### config.mk
export PLATFORM = sky130hd
export DESIGN_NAME = c2d_queue
export DESIGN_NICKNAME = d
export VERILOG_FILES = /design/src/design/c2d_pkg.sv /design/src/design/c2d_queue.sv
export SDC_FILE = /design/constraint.sdc
export NUM_CORES = 1
export LEC_CHECK = 0
export BUFFER_PORTS_ARGS = -buffer_cell sky130_fd_sc_hd__buf_2
export CAP_MARGIN = 0
export CORE_UTILIZATION = 55
export DETAILED_ROUTE_END_ITERATION = 10
export PLACE_DENSITY = 0.75
export RECOVER_POWER = 25
export SYNTH_ARGS = -nofsm -noshare
export SYNTH_HDL_FRONTEND = slang
export SYNTH_SLANG_ARGS = --single-unit
### constraint.sdc
create_clock -name clock -period 7.45 [get_ports clock]
set_clock_uncertainty 0.05 [all_clocks]
set_input_delay 2.235 -clock clock [delete_from_list [all_inputs] [get_ports clock]]
set_output_delay 2.235 -clock clock [all_outputs]
set_load 0.01 [all_outputs]
### src/design/c2d_pkg.sv
// Shared types, constants and helpers for the streaming 3x3 convolution block.
package c2d_pkg;

   // Geometry
   localparam int MAX_WIDTH      = 1024;
   localparam int MIN_DIM        = 3;
   localparam int KTAPS          = 3;
   localparam int COL_BITS       = $clog2(MAX_WIDTH);
   localparam int WIDTH_BITS     = $clog2(MAX_WIDTH + 1);
   localparam int HEIGHT_BITS    = 16;
   localparam int ROW_BITS       = HEIGHT_BITS + 1;
   localparam int CFG_WIDTH_BITS = 11;

   // Arithmetic
   localparam int PIXEL_BITS   = 16;
   localparam int COEF_BITS    = 16;
   localparam int COEF_FRAC    = 12;
   localparam int PROD_BITS    = PIXEL_BITS + COEF_BITS;
   localparam int ROWSUM_BITS  = PROD_BITS + 2;
   localparam int ACC_BITS     = PROD_BITS + 4;
   localparam int Q_BITS       = ACC_BITS - COEF_FRAC;
   localparam int LINE_BITS    = 2 * PIXEL_BITS;

   // Configuration port
   localparam int CSR_INDEX_BITS = 3;
   localparam int KROW_BITS      = KTAPS * COEF_BITS;
   localparam int CSR_DATA_BITS  = KROW_BITS;

   // Queue between front and back
   localparam int QUEUE_DEPTH = 4;
   localparam int QPTR_BITS   = $clog2(QUEUE_DEPTH);
   localparam int QLEVEL_BITS = $clog2(QUEUE_DEPTH + 1);

   typedef logic signed [PIXEL_BITS-1:0] pixel_type;
   typedef logic signed [COEF_BITS-1:0]  coef_type;
   typedef logic signed [PROD_BITS-1:0]  prod_type;
   typedef logic signed [ROWSUM_BITS-1:0] rowsum_type;
   typedef logic signed [ACC_BITS-1:0]   acc_type;
   typedef logic signed [Q_BITS-1:0]     quot_type;

   typedef pixel_type [KTAPS-1:0][KTAPS-1:0] window_type;
   typedef coef_type  [KTAPS-1:0]            kernel_row_type;
   typedef kernel_row_type [KTAPS-1:0]       kernel_type;

   localparam acc_type  ROUND_BIAS = ACC_BITS'(1 << (COEF_FRAC - 1));
   localparam quot_type SAT_HI     = Q_BITS'((1 << (PIXEL_BITS - 1)) - 1);
   localparam quot_type SAT_LO     = -SAT_HI - Q_BITS'(1);

   localparam coef_type COEF_ONE = COEF_BITS'(1 << COEF_FRAC);

   // Register indexes on the configuration port
   typedef enum logic [CSR_INDEX_BITS-1:0] {
      REG_IMAGE_WIDTH   = 3'd0,
      REG_IMAGE_HEIGHT  = 3'd1,
      REG_KERNEL_TOP    = 3'd2,
      REG_KERNEL_MIDDLE = 3'd3,
      REG_KERNEL_BOTTOM = 3'd4
   } reg_index_type;

   // Frame size in use
   typedef struct packed {
      logic [WIDTH_BITS-1:0]  width;
      logic [HEIGHT_BITS-1:0] height;
   } dims_type;

   // One convolution job: masked taps plus end-of-frame flag
   typedef struct packed {
      window_type taps;
      logic       last;
   } job_type;

   typedef struct packed {
      logic                   not_empty;
      logic [QLEVEL_BITS-1:0] level;
   } queue_status_type;

   // Clamp a written width to [MIN_DIM, MAX_WIDTH]
   function automatic logic [WIDTH_BITS-1:0] clamp_width(input logic [CFG_WIDTH_BITS-1:0] value);
      logic [WIDTH_BITS-1:0] result;
      if (int'(value) < MIN_DIM) begin
         result = WIDTH_BITS'(MIN_DIM);
      end else if (int'(value) > MAX_WIDTH) begin
         result = WIDTH_BITS'(MAX_WIDTH);
      end else begin
         result = WIDTH_BITS'(value);
      end
      return result;
   endfunction

   // Raise a written height to at least MIN_DIM
   function automatic logic [HEIGHT_BITS-1:0] clamp_height(input logic [HEIGHT_BITS-1:0] value);
      logic [HEIGHT_BITS-1:0] result;
      if (int'(value) < MIN_DIM) begin
         result = HEIGHT_BITS'(MIN_DIM);
      end else begin
         result = value;
      end
      return result;
   endfunction

endpackage

### src/design/c2d_queue.sv
// Short job queue between the window front end and the arithmetic back end.
module c2d_queue import c2d_pkg::*; (
   input  logic             clock,
   input  logic             reset,
   input  logic             push,
   input  job_type          push_job,
   input  logic             pop,
   output job_type          head,
   output queue_status_type status
);

   job_type                slot_ff [QUEUE_DEPTH];
   logic [QPTR_BITS-1:0]   wr_ptr_ff, wr_ptr_in;
   logic [QPTR_BITS-1:0]   rd_ptr_ff, rd_ptr_in;
   logic [QLEVEL_BITS-1:0] level_ff, level_in;

   // Advance pointers with wrap, track fill level
   always_comb begin
      wr_ptr_in = wr_ptr_ff;
      rd_ptr_in = rd_ptr_ff;
      level_in  = level_ff;
      if (push) begin
         wr_ptr_in = (wr_ptr_ff == QPTR_BITS'(QUEUE_DEPTH - 1)) ? '0 : wr_ptr_ff + 1'b1;
      end
      if (pop) begin
         rd_ptr_in = (rd_ptr_ff == QPTR_BITS'(QUEUE_DEPTH - 1)) ? '0 : rd_ptr_ff + 1'b1;
      end
      if (push && !pop) begin
         level_in = level_ff + 1'b1;
      end else if (pop && !push) begin
         level_in = level_ff - 1'b1;
      end
   end

   always_ff @(posedge clock) begin
      if (reset) begin
         wr_ptr_ff <= '0;
         rd_ptr_ff <= '0;
         level_ff  <= '0;
      end else begin
         wr_ptr_ff <= wr_ptr_in;
         rd_ptr_ff <= rd_ptr_in;
         level_ff  <= level_in;
      end
   end

   // Store pushed word
   always_ff @(posedge clock) begin
      if (push) begin
         slot_ff[wr_ptr_ff] <= push_job;
      end
   end

   assign head             = slot_ff[rd_ptr_ff];
   assign status.not_empty = (level_ff != '0);
   assign status.level     = level_ff;

   // The front end's credit check must keep the queue from overflowing
   assert property (@(posedge clock) disable iff (reset)
      push |-> (level_ff < QLEVEL_BITS'(QUEUE_DEPTH)))
      else $error("queue push while full");

   assert property (@(posedge clock) disable iff (reset)
      pop |-> (level_ff != '0))
      else $error("queue pop while empty");

endmodule

==> impl_metrics.json <==
{
  "status": "finished, final reports clean",
  "path_max_fanout": 58,
  "fin_crit_sh_pct": 69.7,
  "clock.fmax_mhz": 193,
  "wirelength_um": 38800,
  "wl_per_cell_um": 23.0,
  "max_slew_margin_pct": 31.8,
  "drt_iter0_markers": 578,
  "synth_area_um2": 21300,
  "rr_worst_depth": 4,
  "grt_max_degree": 145,
  "coreArea_um2": 37900,
  "clock_sinks": 589,
  "vdd_drop_max_v": 0.000202,
  "row_count": 71,
  "grt_pass1_wl_um": 57300,
  "end_kind": "output pin",
  "rsz0062_at_grt": "no",
  "cts_buffers": 55,
  "clockBufferDepth": 3,
  "crit_path_start_kind": "flip-flop",
  "initial_core_util_pct": 56.2,
  "insertion_delay_ns": 0.59,
  "hpwl_um": 22700,
  "die_area_um2": 39600,
  "power_uw": 6940,
  "num-fill-cells": 2448,
  "r2r_end": "slot_ff[2][70]",
  "final-seq-area_um2": 17600,
  "cts_resized": 0,
  "synth_top_cell_by_area": "edfxtp_1",
  "finalSetupViolCount": 0,
  "clkSlewWorstSetupHoldPaths_ns": 0.06,
  "syn_to_final_growth_pct": 16.9,
  "postRouteAntennaNets": 0,
  "layout.nets": 1289,
  "cp.required_ns": 5.16,
  "synth_top_cell_area_share_pct": 81.7,
  "grt_usage_pct": 19.9,
  "hp-start": "level_ff[2]",
  "vias": 9433,
  "cts_setup_buffers": 0,
  "yosysUniqueCellTypes": 18,
  "hold_path_class": "flip-flop to flip-flop",
  "yosys-top-cells-area": "edfxtp_1, mux4_2, dfxtp_1",
  "io_buffer_count": 297,
  "gp_congestion": 0.745,
  "die_h_um": 199,
  "hold_buffers": 0,
  "holdPathEnd": "level_ff[2]",
  "grt.overflow.total": 0,
  "layout-drive-gt1-share_pct": 37.3,
  "synth.avg_cell_area_um2": 26.7,
  "drv_cap": 0,
  "drt-pass1-iter-count": 5,
  "cts_tree": "yes",
  "drcViolationCount": 0,
  "ff2ff_setup_slack_ns": 5.13,
  "ys_ff_latch": 589,
  "fin_util_pct": 65.7,
  "syn_nets": 956,
  "synthCells": 800,
  "die_w_um": 199,
  "final.min_clock_period_ns": 5.19,
  "timing.rr.start": "wr_ptr_ff[0]",
  "antenna_found_initial": 7,
  "yosysSeqAreaShare_pct": 82.5,
  "setup_tns_ns": 0,
  "p_leak_uw": 0.00812,
  "tightest_slew_ns": 1.02,
  "io_pins": 298,
  "power_density_nw_per_um2": 279,
  "hold_slack_ns": 0.452,
  "hold_viol": 0,
  "clock_tree.root_cell": "clkbuf_16",
  "yosysWarnings": 0,
  "maxSlewViolCount": 0,
  "htreeDepth": 2,
  "worstSetupPathType": "flip-flop to output pin",
  "hold_depth": 2,
  "viasPerCell": 5.59,
  "multi_input_area_um2": 3510,
  "worstPathArrival_ns": 2.91,
  "first_global_vias": 9977
}
## metrics by stage
| stage | area, um^2 | std cells | setup WS, ns |
|---|---|---|---|
| 5_1_grt | 24900 | 1685 | 2.00 |
| 6_report | 24900 | 1688 | 2.26 |
| 2_1_floorplan | 21300 | 800 | 1.33 |
| 3_5_place_dp | 23400 | 1587 | 2.76 |
| 3_3_place_gp | 23400 | 1587 | 2.72 |
| 4_1_cts | 25000 | 1685 | 2.12 |
## power breakdown
group,switching (uW),internal [uW],total (uW)
logic,319,260,578
clock network,1120,1390,2510
registers,50.4,3800,3850
## routing by layer
metal	track usage (%)	up-vias	wire length, um	share of wire, %
li1	-	4136	-	-
met1	26.2	4882	15400	40
met2	31.6	337	18700	48
met3	7.46	70	3850	9.9
met4	5.41	8	761	2.0
met5	0	-	48	0.12
## worst max-delay path by stage
stage / from / end / slack (ns)
after floorplan: push / slot_ff[0][0] / 1.33
after global placement: flip-flop / head[1] / 2.72
after detailed placement: flip-flop / head[1] / 2.76
after CTS: flip-flop / head[1] / 2.12
after global routing: flip-flop / head[1] / 2.00
final: flip-flop / head[40] / 2.26
## Yosys cell counts
library cell  number
fa_1               1
nor3b_1            1
or3_1              2
o21ai_0            1
xor2_1             2
a21oi_1            2
buf_6              7
buf_2             16
edfxtp_1         580
nor2_1             7
ha_1               6
mux4_2           145
clkbuf_1           5
and2_1             4
buf_4              4
inv_1              4
mux2i_1            4
dfxtp_1            9
## final cells by class
type	instances	area share, %
clock buffer	68	5.72
multi-input combinational	175	14.1
sequential	589	70.6
tap	511	2.57
timing repair buffer	308	6.09
inverter	4	0.0602
antenna	3	0.0301
clock inverter	30	0.798
## registers in the layout, summed over array words and instances (netlist names), named ones only
register / flops
slot_ff: 580
level_ff: 3
rd_ptr_ff: 2
wr_ptr_ff: 2
## critical path, stage by stage (launching register included)
cell     delay (ns)
dfxtp_4        0.99
buf_12         0.50
mux4_2         0.60
buf_2          0.16
## logic make-up (layout without fill, tap and decap cells)
| logic type | count (synthesis) | count (layout) | share of synthesized area [%] |
|---|---|---|---|
| mux | 149 | 149 | 15.5 |
| buf+inv | 36 | 410 | 1.04 |
| simple gates | 14 | 14 | 0.334 |
| xor+xnor | 2 | 2 | 0.0822 |
| other cells | 0 | 3 | 0 |
| flops | 589 | 589 | 82.5 |
| fa+ha+maj | 7 | 7 | 0.446 |
| compound gates | 3 | 3 | 0.0704 |
## layout by cell type, fill, tap and decap left out, types with 3 or more instances in the layout
cell type  synthesis  final
buf_4              4      6
clkbuf_1           5    103
clkinv_2           0      8
inv_1              4      4
edfxtp_1         580    580
mux4_2           145    145
clkbuf_16          0     55
nor2_1             7      7
dfxtp_1            9      7
buf_2             16    207
diode_2            0      3
and2_4             0      4
buf_12             0      5
clkinv_1           0     16
mux2i_1            4      4
ha_1               6      6
(Power assumes the default switching activity.)
